$ cat config.mk
export PLATFORM = sky130hd
export DESIGN_NAME = tbm_ser
export DESIGN_NICKNAME = d
export VERILOG_FILES = /design/src/tbm_pkg.sv /design/src/tbm_ser.sv
export SDC_FILE = /design/constraint.sdc
export NUM_CORES = 1
export LEC_CHECK = 0
export BUFFER_PORTS_ARGS = -buffer_cell sky130_fd_sc_hd__buf_2
export CORE_UTILIZATION = 45
export CTS_BUF_LIST = sky130_fd_sc_hd__clkbuf_4
export DETAILED_ROUTE_END_ITERATION = 10
export PLACE_DENSITY = 0.58
export REMOVE_ABC_BUFFERS = 1
export SLEW_MARGIN = 20
export SYNTH_ARGS = -nofsm -noshare
export SYNTH_HDL_FRONTEND = slang
export SYNTH_SLANG_ARGS = --single-unit
$ cat constraint.sdc
create_clock -name clk_i -period 4.15 [get_ports clk_i]
set_input_delay 0.2075 -clock clk_i [delete_from_list [all_inputs] [get_ports clk_i]]
set_output_delay 0.2075 -clock clk_i [all_outputs]
set_load 0.05 [all_outputs]
$ cat src/tbm_pkg.sv
// Shared constants, codes and control structs of the telemetry bit modulator.
// Depends on nothing; every other file refers to it by scoped names.
package tbm_pkg;

  // Sizes of the packet store, the shaping filter and the line-coded word.
  localparam int PACKET_WORDS = 96;
  localparam int SHAPE_TAPS   = 96;
  localparam int WORD_BITS    = 10;

  // The packet store holds one more word than the packet.
  localparam int PKT_DEPTH = PACKET_WORDS + 1;
  localparam int PTR_W     = $clog2(PKT_DEPTH);
  localparam int TAP_CNT_W = $clog2(SHAPE_TAPS + 1);

  // Field widths of the channels.
  localparam int IDX_W      = 7;
  localparam int VAL_W      = 18;
  localparam int COEF_W     = 18;
  localparam int SMP_W      = 16;
  localparam int SPB_W      = 12;
  localparam int BIW_W      = 4;
  localparam int CFG_IDX_W  = 3;
  localparam int CFG_DATA_W = 16;

  // Filter arithmetic: Q1.17 by Q1.15 products summed in Q2.32 and wider.
  localparam int PROD_W      = COEF_W + SMP_W;
  localparam int ACC_W       = PROD_W + $clog2(SHAPE_TAPS) + 1;
  localparam int ROUND_SHIFT = 17;
  localparam int ROUND_BIAS  = 1 << (ROUND_SHIFT - 1);
  localparam int SMP_MAX     = (2 ** (SMP_W - 1)) - 1;
  localparam int SMP_MIN     = -(2 ** (SMP_W - 1));

  // Sync word sent after reset or a restart.
  localparam logic [WORD_BITS-1:0] SYNC_WORD = 10'h0fa;

  // Reset values of the configuration registers.
  localparam logic [SPB_W-1:0]        SPB_RESET  = 12'd60;
  localparam logic signed [SMP_W-1:0] ONE_RESET  = 16'sh4000;
  localparam logic signed [SMP_W-1:0] ZERO_RESET = -16'sh4000;

  // Request codes.
  typedef enum logic [1:0] {
    ACT_PKT_WR  = 2'd0,
    ACT_COEF_WR = 2'd1,
    ACT_TICK    = 2'd2,
    ACT_RESTART = 2'd3
  } action_e;

  // Configuration register indexes.
  typedef enum logic [CFG_IDX_W-1:0] {
    REG_SPB    = 3'd0,
    REG_TOGGLE = 3'd1,
    REG_SHAPE  = 3'd2,
    REG_ONE    = 3'd3,
    REG_ZERO   = 3'd4
  } cfg_reg_e;

  // Control of one filter cell.
  typedef struct packed {
    logic shift;
    logic rotate;
    logic coef_we;
  } cell_ctrl_t;

  // Requests to the bit serializer.
  typedef struct packed {
    logic tick;
    logic restart;
    logic pkt_we;
  } ser_req_t;

endpackage

$ cat src/tbm_ser.sv
// Bit serializer: bit timing counters, word pointer and the packet store.
// Depends on tbm_pkg for widths, the sync word and the request struct.
module tbm_ser (
  input  logic                                clk_i,
  input  logic                                rst_ni,
  input  tbm_pkg::ser_req_t                   req_i,
  input  logic [tbm_pkg::IDX_W-1:0]           idx_i,
  input  logic [tbm_pkg::WORD_BITS-1:0]       word_i,
  input  logic [tbm_pkg::SPB_W-1:0]           spb_i,
  input  logic                                toggle_i,
  output logic                                held_bit_o
);

  logic [tbm_pkg::WORD_BITS-1:0]  pkt_mem_q [tbm_pkg::PKT_DEPTH];
  logic [tbm_pkg::WORD_BITS-1:0]  rd_q;

  logic [tbm_pkg::SPB_W-1:0]      cnt_q, cnt_d;
  logic [tbm_pkg::BIW_W-1:0]      biw_q;
  logic [tbm_pkg::PTR_W-1:0]      wp_q;
  logic                           at_start_q;
  logic                           held_q;
  logic                           pend_q;
  logic [tbm_pkg::BIW_W-1:0]      pos_q;
  logic                           sync_q;

  logic                           new_bit;
  logic                           fetch;
  logic [tbm_pkg::BIW_W-1:0]      biw_w;
  logic [tbm_pkg::PTR_W-1:0]      wp_w;
  logic [tbm_pkg::PTR_W:0]        wp_inc;
  logic                           at_start_w;
  logic [tbm_pkg::WORD_BITS-1:0]  word_w;

  // A bit period ends at the start of a transmission or once the count
  // reaches the configured period.
  always_comb begin
    new_bit = ((cnt_q == '0) && (biw_q == '0) && (wp_q == '0)) || (cnt_q >= spb_i);
    fetch   = req_i.tick && new_bit && !toggle_i;
    cnt_d   = new_bit ? tbm_pkg::SPB_W'(1) : cnt_q + 1'b1;
  end

  // Advance to the next word once all of its bits are out; the first word
  // after a start is the sync word, and the pointer wraps back to entry 0.
  always_comb begin
    biw_w      = biw_q;
    wp_w       = wp_q;
    at_start_w = at_start_q;
    wp_inc     = {1'b0, wp_q} + 1'b1;
    if (biw_q >= tbm_pkg::BIW_W'(tbm_pkg::WORD_BITS)) begin
      biw_w = '0;
      if (at_start_q) begin
        at_start_w = 1'b0;
      end else if (wp_inc >= (tbm_pkg::PTR_W + 1)'(tbm_pkg::PKT_DEPTH)) begin
        wp_w = '0;
      end else begin
        wp_w = wp_inc[tbm_pkg::PTR_W-1:0];
      end
    end
  end

  // Word that supplies the bit fetched in the previous cycle.
  assign word_w = sync_q ? tbm_pkg::SYNC_WORD : rd_q;

  // Packet store: one write port, one registered read port.
  always_ff @(posedge clk_i) begin
    if (req_i.pkt_we && (idx_i <= tbm_pkg::IDX_W'(tbm_pkg::PACKET_WORDS))) begin
      pkt_mem_q[idx_i[tbm_pkg::PTR_W-1:0]] <= word_i;
    end
    if (fetch) begin
      rd_q <= pkt_mem_q[wp_w];
    end
  end

  // Counters, pointer and the bit held on the line.
  always_ff @(posedge clk_i or negedge rst_ni) begin
    if (!rst_ni) begin
      cnt_q      <= '0;
      biw_q      <= '0;
      wp_q       <= '0;
      at_start_q <= 1'b1;
      held_q     <= 1'b0;
      pend_q     <= 1'b0;
      pos_q      <= '0;
      sync_q     <= 1'b0;
    end else begin
      if (pend_q) begin
        held_q <= word_w[pos_q];
        pend_q <= 1'b0;
      end
      if (req_i.restart) begin
        cnt_q      <= '0;
        biw_q      <= '0;
        wp_q       <= '0;
        at_start_q <= 1'b1;
      end else if (req_i.tick) begin
        cnt_q <= cnt_d;
        if (new_bit && toggle_i) begin
          held_q <= ~held_q;
        end else if (fetch) begin
          biw_q      <= biw_w + 1'b1;
          wp_q       <= wp_w;
          at_start_q <= at_start_w;
          pos_q      <= tbm_pkg::BIW_W'(tbm_pkg::WORD_BITS - 1) - biw_w;
          sync_q     <= at_start_w;
          pend_q     <= 1'b1;
        end
      end
    end
  end

  assign held_bit_o = held_q;

endmodule

# Word-level counts from Yosys, hierarchy flattened
# Memories as Yosys holds them, arrays and structs flattened. A register that Yosys moved wholly into a read port is not among the register bits.
# Cells that the tools add are included.
[op_classes]
add_sub_neg = 4
order_cmp = 5
eq_ne = 1
n_mux = 33
n_bitwise = 3
reduce_logical = 15
[ops]
columns = ["op", "n"]
rows = [
  ["two-way mux 7 bit", 7],
  ["two-way mux 12 bit", 3],
  ["two-way mux 4 bit", 5],
  ["two-way mux 1 bit", 16],
  ["adder 12 x 1 -> 12 bit, second input constant", 1],
  ["greater-or-equal comparator 12 bit", 1],
  ["zero test 12 bit", 1],
  ["two-way mux 10 bit", 1],
  ["adder 7 x 1 -> 8 bit, second input constant", 1],
  ["greater-or-equal comparator 8 x 7 -> 1 bit, second input constant", 1],
  ["<= comparator 7 bit, second input constant", 1],
  ["zero test 7 bit", 1],
  ["logical AND 1 bit", 6],
  ["less-than comparator 4 x 5 -> 1 bit, second input constant", 1],
  ["adder 4 x 1 -> 4 bit, second input constant", 1],
  ["binary-select mux 1 bit (select 4 bit)", 1],
  ["greater-or-equal comparator 4 bit, second input constant", 1],
  ["zero test 4 bit", 1],
  ["AND reduction 4 bit", 1],
  ["nonzero test 2 bit", 2],
  ["subtractor 4 bit, first input constant", 1],
  ["inverter 1 bit", 3],
  ["AND reduction 3 bit", 1],
  ["inequality test 2 bit, second input constant", 1],
  ["other kinds (2)", 2],
]
[totals]
register_bits = 31
ramBits = 970
input_bits = 35
output_inout_bits = 1
memories = 1
[mem_list]
columns = ["memory", "words", "word_bits", "rd", "rd_clocked_by_memory_dff", "write_ports", "line", "source"]
rows = [
  ["pkt_mem_q", 97, 10, 1, 1, 1, "tbm_ser.sv:14", "logic [tbm_pkg::WORD_BITS-1:0] pkt_mem_q [tbm_pkg::PKT_DEPTH];"],
]

# Longest topological paths before layout
# Gate-level depths: netlist (run 1).
[logic_depth]
depth_word = 10
ltp_mapped = 18

# Worst setup path before layout (run 1)
# No wires, ideal clock.
[synth_timing]
kind = "reg2reg"
startpoint = "register wp_q[0] (netlist bit)"
endpoint = "register rd_q[6] (netlist bit) (read register of pkt_mem_q), data pin"
setup_ps = 266
arrival_time_ps = 3203
required_ps = 3884
slack_ps = 681
stages_incl_launch_ff = 16
n_path_buf = 4
cell_sequence = "dfrtp_1 > buf_2 > inv_1 > ha_1 > nand4b_1 > a21oi_1 > or2_2 > o211ai_4 > and2_4 > buf_6 > buf_6 > buf_6 > mux4_2 > a22o_1 > a31oi_1 > nand4_1"
[synth_between]
elab_chain_cells = 5
word_cells_on_any_way = 10
cone_classes = "add/sub (1); order compare (1); mux (3); reduce/logical (5)"
[synth_rtl]
columns = ["element", "line", "source"]
rows = [
  ["start, declared", "tbm_ser.sv:19", "logic [tbm_pkg::PTR_W-1:0] wp_q;"],
  ["start signal, assigned", "tbm_ser.sv:101", "wp_q <= wp_w;"],
  ["adder 7 x 1 -> 8 bit or zero test 7 bit (tied branches)", "tbm_ser.sv:48, tbm_ser.sv:37", ""],
  ["greater-or-equal comparator 8 x 7 -> 1 bit or logical AND 1 bit (tied branches)", "tbm_ser.sv:53, tbm_ser.sv:37", ""],
  ["two-way mux 7 bit or logical OR 1 bit (tied branches)", "tbm_ser.sv:53, tbm_ser.sv:37", ""],
  ["two-way mux 7 bit or logical AND 1 bit (tied branches)", "tbm_ser.sv:51, tbm_ser.sv:38", ""],
  ["two-way mux 7 bit or logical AND 1 bit (tied branches)", "tbm_ser.sv:49, tbm_ser.sv:38", ""],
  ["end, declared", "tbm_ser.sv:15", "logic [tbm_pkg::WORD_BITS-1:0] rd_q;"],
]
# Parallel ways exist; a longest one is shown, timed or not.
# A chain may end at the register's enable or synchronous reset.

# Worst setup path in the final report (run 1)
[layout_timing]
startpoint = "register wp_q[3] (netlist bit)"
endpoint = "register rd_q[8] (netlist bit) (read register of pkt_mem_q), data pin"
# Same word-level chain as after synthesis.

==> summary.md, run 1 <==
| Metric | Value |
|---|---|
| DP Cell Count | 3603 |
| Vias in the first global route | between 20000 and 25000 |
| Post-synth ARST share | 3.07% |
| Core area | 0.0889 mm² |
| WP buf/inv | 2 |
| Flop and latch count out of synthesis | just over 1000 |
| Die height | 302 µm |
| Minimum clock period | 3990 ps |
| Die W | 302 µm |
| Slew @ Worst Pin | 1170 ps |
| Vias | 24120 |
| Largest area contributor in the netlist | edfxtp_1 |
| Leading register cell type out of synthesis | edfxtp_1 |
| Reg2Reg Depth | 12 |
| Final instance area | roughly 0.047 mm² |
| Die area | 0.0915 mm² |
| Largest net degree at the start of global routing | 98 |
| Clk sinks | between 1000 and 1500 |
| Placement Cell Area | 0.0433 mm² |
| Max-cap viol count | 0 |
| Final hold violation count | 0 |
| Clock skew | 86.3 ps |
| Delay-heaviest family, CP | compound AO/OA/AOI/OAI gates |
| CTS max path bufs | 4 |
| Top-level port count | 36 |
| Total GRT Usage | 24.1% |
| Worst skew pair latency | 1170 ps |
| Yosys top cell area share | 72.4% |
| DR vias/cell | 5.89 |
| Root Buffer | clkbuf_4 |
| Final non-filler cell total | a little over 4000 |
| CP Capture Type | flip-flop |
| FILL cells | 7248 |
| Synth top area cells | edfxtp_1 (72%), mux4_2 (8.6%), nand2_1 (2.5%) |
| Hold Path Class | input pin to asynchronous set/reset pin |
| Status | completed |
| PwrDens | 450 mW/mm² |
| Cell row count | 109 |
| Startpoint types | flip-flop |
| Critical Path RT | 5000 ps |
| EDFF count, synth | a little under 1000 |
| Final setup viols | 0 |
| Leak pwr | 16.0 nW |
| Final Cycle Share | 96.3% |
| Worst-path clk slew | 70 ps |
| Slowest stage cell on the critical path | dfrtp_1 |
| Nets | roughly 2800 |
| GPL Wtd Cong | ~0.91 |
| CTS tree | done |
| Total CTS buffers | 281 |
| Starting DRT DRC Count | 2621 |
| GRT overflow | 0 |
| Crit path depth | 12 |
| Synth unique cells | 75 |
| Pins Over Slew Limit | 0 |
| Remaining antenna violation count | 0 |
| Final WL | 109 mm |
| Layout cell share with drive strength beyond 1 | 28.1% |
| H-Tree Depth | 5 |
| Fmax | 250 MHz |
| YS warnings | 0 |
| CP cell instances | nand3_1 > o21ai_0 > o22a_1 > nor2_1 > o21ai_4 > buf_12 > buf_12 > mux4_2 > a22o_1 > a21o_1 > a31oi_1 > nand4_1 |
| CP max stage delay | 500 ps |
| Wire per inst | roughly 27 µm |
| Slew margin rel. | 21.8% |
| Drt drc | 0 |
| Input/output buffers | 35 |
| Synth Area per Inst | 17.3 µm² |
| First-pass GRT wire length | 159 mm |
| Sequential area share after synthesis | 74.3% |
| Starting Density | between 40% and 50% |
| Critical path fanouts, max | 34 |
| Most frequent cell on the critical path | buf_12 |
| RSZ-0062 raised after global routing | no |
| VDD IR-drop max | 0.000339 V |
| Worst EP arrival | approximately 4900 ps |
| Initial antenna violation count | 2 |
| Crit Path Class | flip-flop to flip-flop |
| Initial DRT Pass Iterations | 5 |
| Area grow syn2layout | 16.2% |
| Post-Synthesis Cells | 2349 |
| Register area | 0.0302 mm² |
| Detailed placer's ending HPWL | ~67 mm |
| Area of the multi-input gates | between 0.009 and 0.01 mm² |
| Cell Area, Synth | 0.0406 mm² |
-- stage by stage --
step | hold WS (ps) | setup TNS, ps | worst slack (ps) | total power, mW | util [%]
2_1_floorplan | -88.1 | -99330 | -9110 | 12.2 | -
3_3_place_gp | 304 | -40.6 | -29.9 | 12.7 | 48.6
3_5_place_dp | 312 | -308 | -100 | 12.7 | 48.7
4_1_cts | 31.2 | 0 | 20.7 | 21.4 | 52.9
5_1_grt | 64.3 | 0 | 41.1 | 22.0 | 53.1
6_report | 142 | 0 | 156 | 21.2 | 53.1
-- power breakdown --
part / switching (mW) / internal [mW] / total (mW)
Sequential: 0.0574 / 11.3 / 11.3
Clock: 3.91 / 4.78 / 8.69
Combinational: 0.789 / 0.435 / 1.22
-- tightest hold or removal path: cells and delay by family --
| family | cells | cell delay, ps |
|---|---|---|
| buffers and inverters | 4 | 1460 |
-- layout make-up --
type	count	area share, %
Timing Repair Buffer	251	4.84
Tap cell	1165	3.09
Clock inverter	50	0.859
Inverter	24	0.191
Multi-Input combinational cell	1197	20.8
Antenna cell	8	0.0424
Sequential cell	1011	64.0
Clock buffer	390	6.20
-- path summary, 6_finish.rpt --
path	from	to	slack, ps
max in group asynchronous	rst_ni	wp_q[2]$_DFFE_PN0P_	3750
worst max register to register	wp_q[3]$_DFFE_PN0P_	rd_q[8]$_DFFE_PP_	160
worst max-delay path	wp_q[3]$_DFFE_PN0P_	rd_q[8]$_DFFE_PP_	160
worst min-delay path	rst_ni	cnt_q[1]$_DFFE_PN0P_	140
min in group clk_i	word_i[9]	pkt_mem_q[41][9]$_DFFE_PP_	140
worst min register to register	at_start_q$_DFFE_PN1P_	at_start_q$_DFFE_PN1P_	540
-- what timing repair did --
action	in CTS	in global routing
endpoints found under the setup margin	8	9
gates cloned	1	1
hold endpoints to repair	1198	0
gates resized for setup	9	3
hold buffers	37	0
pin swaps	0	1
buffers inserted	0	6
-- logic make-up (layout without fill, tap and decap cells) --
logic type	count (synthesis)	in the layout	share of synthesized area, %
adder cells (fa/ha/maj)	21	21	0.647
XOR/XNOR	3	3	0.0647
flip-flops	1011	1011	74.3
buffers and inverters	141	715	1.81
AND/OR/NAND/NOR	576	576	6.45
multiplexers	243	243	10.8
AO/OA/AOI/OAI	354	354	5.89
other	0	8	0
-- layout by cell type (no fill, tap or decap), drive strengths merged, types with 11 or more instances in the layout --
cell,count
edfxtp,980
clkbuf,391
nand2,270
buf,213
mux4,156
nor2,147
a21oi,90
mux2i,83
o21ai,52
clkinv,38
dlygate4sd3,36
a31oi,36
nand3,32
dfrtp,30
a22oi,28
inv,28
a32o,22
nand2b,21
and3,21
ha,21
a22o,20
nand4,19
o22ai,18
a221oi,16
nor3,12
a211oi,11
-- cell usage after synthesis, types with 21 or more instances --
cell	number
a21oi_1	90
inv_1	23
buf_2	48
ha_1	21
mux2i_1	83
dfrtp_1	30
edfxtp_1	980
nand2b_1	21
nand3_1	32
mux4_2	156
a22oi_1	28
nand2_1	270
a31oi_1	36
clkbuf_1	42
a32o_1	22
nor2_1	146
and3_1	21
o21ai_0	46
-- routing by layer --
layer	part of all wire, %	vias to the layer above	global-route usage (%)
met5	0	-	0
met4	2.8	0	9.26
met3	7.2	221	5.00
met2	48	1042	38.2
met1	42	12464	32.9
li1	-	10393	-
-- state kept, by name, summed over array words and instances, names as in the netlist --
register,count
pend_q,1
cnt_q,12
rd_q,10
biw_q,4
held_bit_o,1
sync_q,1
pos_q,4
at_start_q,1
wp_q,7
pkt_mem_q,970
Note: power is estimated with default switching activity, not from simulation.
==> run 2, diff against run 1 <==
--- a/config.mk
+++ b/config.mk
@@ -9,6 +9,7 @@
 export CORE_UTILIZATION = 45
 export CTS_BUF_LIST = sky130_fd_sc_hd__clkbuf_4
 export DETAILED_ROUTE_END_ITERATION = 10
+export MAX_ROUTING_LAYER = met4
 export PLACE_DENSITY = 0.58
 export REMOVE_ABC_BUFFERS = 1
 export SLEW_MARGIN = 20
==> summary.md, run 2 (synthesis results as in run 1) <==
| Metric | Value |
|---|---|
| Status | completed |
| CTS tree | done |
| Number of flip-flops in the largest register | 970 |
| Root Buffer | clkbuf_4 |
| Final hold violation count | 0 |
| Startpoint types | flip-flop |
| Minimum clock period | around 4000 ps |
| DR vias/cell | 5.87 |
| CP cell instances | or3_4 > nor4b_4 > or2_2 > nor2_1 > o21ai_4 > buf_12 > buf_12 > mux4_2 > a22o_1 > a21o_1 > a31oi_1 > nand4_1 |
| Clock share of power | 40.9% |
| Final WS setup | around 170 ps |
| Slew margin rel. | between 20 and 25% |
| CP max stage delay | 480 ps |
| Crit Path Class | flip-flop to flip-flop |
| Critical path fanouts, max | 34 |
| Seq pwr share | 53.3% |
| Vias | 24046 |
| Starting Density | a little under half |
| Vias in the first global route | 24392 |
| Slew @ Worst Pin | roughly 1100 ps |
| Detailed placer's ending HPWL | 66.7 mm |
| Total GRT Usage | 24.8% |
| Place WS | -100 ps |
| CTS max path bufs | 4 |
| Fmax | 251 MHz |
| Gate power share | ~5.7% |
| PwrDens | 450 mW/mm² |
| Initial antenna violation count | 3 |
| Switch share | 22.4% |
| Input/output buffers | 35 |
| Pins Over Slew Limit | 0 |
| Clk sinks | 1011 |
| Die area | 0.0915 mm² |
| Worst EP arrival | 4810 ps |
| Max-cap viol count | 0 |
| Most common cell after layout, fill and taps aside | edfxtp_1 |
| Area grow syn2layout | 16.2% |
| Hold Path Class | input pin to asynchronous set/reset pin |
| Crit path depth | 12 |
| Clock skew | 89.0 ps |
| Layout cell share with drive strength beyond 1 | 28.1% |
| Drt drc | 0 |
| Sw Pwr | about 4.8 mW |
| Final setup viols | 0 |
| Total CTS buffers | 281 |
| Remaining antenna violation count | 0 |
| WP buf/inv | 2 |
| CP Capture Type | flip-flop |
| First-pass GRT wire length | 159 mm |
| DP Cell Count | 3603 |
| Critical Path RT | 4990 ps |
| VDD IR-drop max | 0.000338 V |
| Reg2Reg Depth | 12 |
| Die W | 302 µm |
| Wire per inst | around 26 µm |
| Commonest non-fill, non-tap cells in the layout | edfxtp_1 (980), clkbuf_4 (390), nand2_1 (269), buf_4 (160), mux4_2 (156) |
| Delay-heaviest family, CP | simple AND/OR/NAND/NOR gates |
| H-Tree Depth | 5 |
| Worst skew pair latency | approximately 1200 ps |
| Int Pwr | 16.5 mW |
| Slowest stage cell on the critical path | dfrtp_1 |
| GRT overflow | 0 |
| Nets | 2822 |
| Most frequent cell on the critical path | buf_12 |
| FILL cells | 7248 |
| WHS | 151 ps |
| Final Cycle Share | 95.8% |
| Initial DRT Pass Iterations | 8 |
| Largest net degree at the start of global routing | 98 |
| Final non-filler cell total | between 4000 and 5000 |
| Cell row count | 109 |
| Top-level port count | 36 |
| Starting DRT DRC Count | 2719 |
| Final WL | between 100 and 150 mm |
| Die height | between 300 and 400 µm |
| RSZ-0062 raised after global routing | no |
| Core area | roughly 0.089 mm² |
| GPL Wtd Cong | 0.929 |
| Leak pwr | about 16 nW |
| Worst-path clk slew | ~70 ps |
==> run 2: timing repair <==
action	4_1_cts	5_1_grt
pin swaps	0	1
setup buffers	0	6
endpoints found under the setup margin	8	10
gates cloned	1	1
hold buffers	37	0
resized for setup	9	3
hold endpoints to repair	1198	0
==> run 2: path summary, 6_finish.rpt <==
path                                             start                     end  slack, ps
worst min-delay path                            rst_ni    cnt_q[1]$_DFFE_PN0P_        150
worst max register to register     wp_q[3]$_DFFE_PN0P_       rd_q[8]$_DFFE_PP_        170
worst min register to register  at_start_q$_DFFE_PN1P_  at_start_q$_DFFE_PN1P_        550
max in group asynchronous                       rst_ni     wp_q[2]$_DFFE_PN0P_       3730
min in group clk_i                            req_i[2]    cnt_q[1]$_DFFE_PN0P_        150
worst max-delay path               wp_q[3]$_DFFE_PN0P_       rd_q[8]$_DFFE_PP_        170
==> run 2: tightest hold or removal path, cell delays in order <==
cell	delay (ps)
dlygate4sd3_1	520
dlygate4sd3_1	540
buf_2	180
buf_12	220
==> run 2: routing by layer <==
| metal | GRT usage [%] | up-vias | wire [µm] |
|---|---|---|---|
| met3 | 4.94 | 206 | 8180 |
| met2 | 38.0 | 1065 | 52400 |
| met5 | - | - | 0 |
| met4 | 9.36 | 0 | 2780 |
| li1 | - | 10382 | - |
| met1 | 33.0 | 12393 | 45000 |
==> run 2: per-stage QoR <==
stage                     total power [mW]  utilization, %  TNS (ps)  instance area [µm²]
after detailed placement              12.7            48.7      -308                43300
after floorplan                       12.2               -    -99330                40000
after global routing                  22.0            53.1         0                47200
after global placement                12.7            48.6     -40.6                43200
after CTS                             21.4            52.9         0                47100
final                                 21.2            53.1         0                47200
==> run 2: area by class of cell <==
class	count	area, µm²	area share (%)
Clock inverter	50	405	0.859
Multi-Input combinational cell	1197	9810	20.8
Timing Repair Buffer	251	2290	4.84
Sequential cell	1011	30200	64.0
Tap cell	1165	1460	3.09
Antenna cell	6	15.0	0.0318
Clock buffer	390	2930	6.20
Inverter	24	90.1	0.191
==> run 2: power by group through the flow <==
| stage | Sequential, mW | Combinational [mW] | Clock [mW] |
|---|---|---|---|
| after detailed placement | 11.5 | 1.16 | 0 |
| after floorplan | 11.5 | 0.702 | 0 |
| final | 11.3 | 1.22 | 8.69 |
| after CTS | 11.3 | 1.21 | 8.90 |
| after global routing | 11.3 | 1.30 | 9.38 |
| after global placement | 11.5 | 1.14 | 0 |
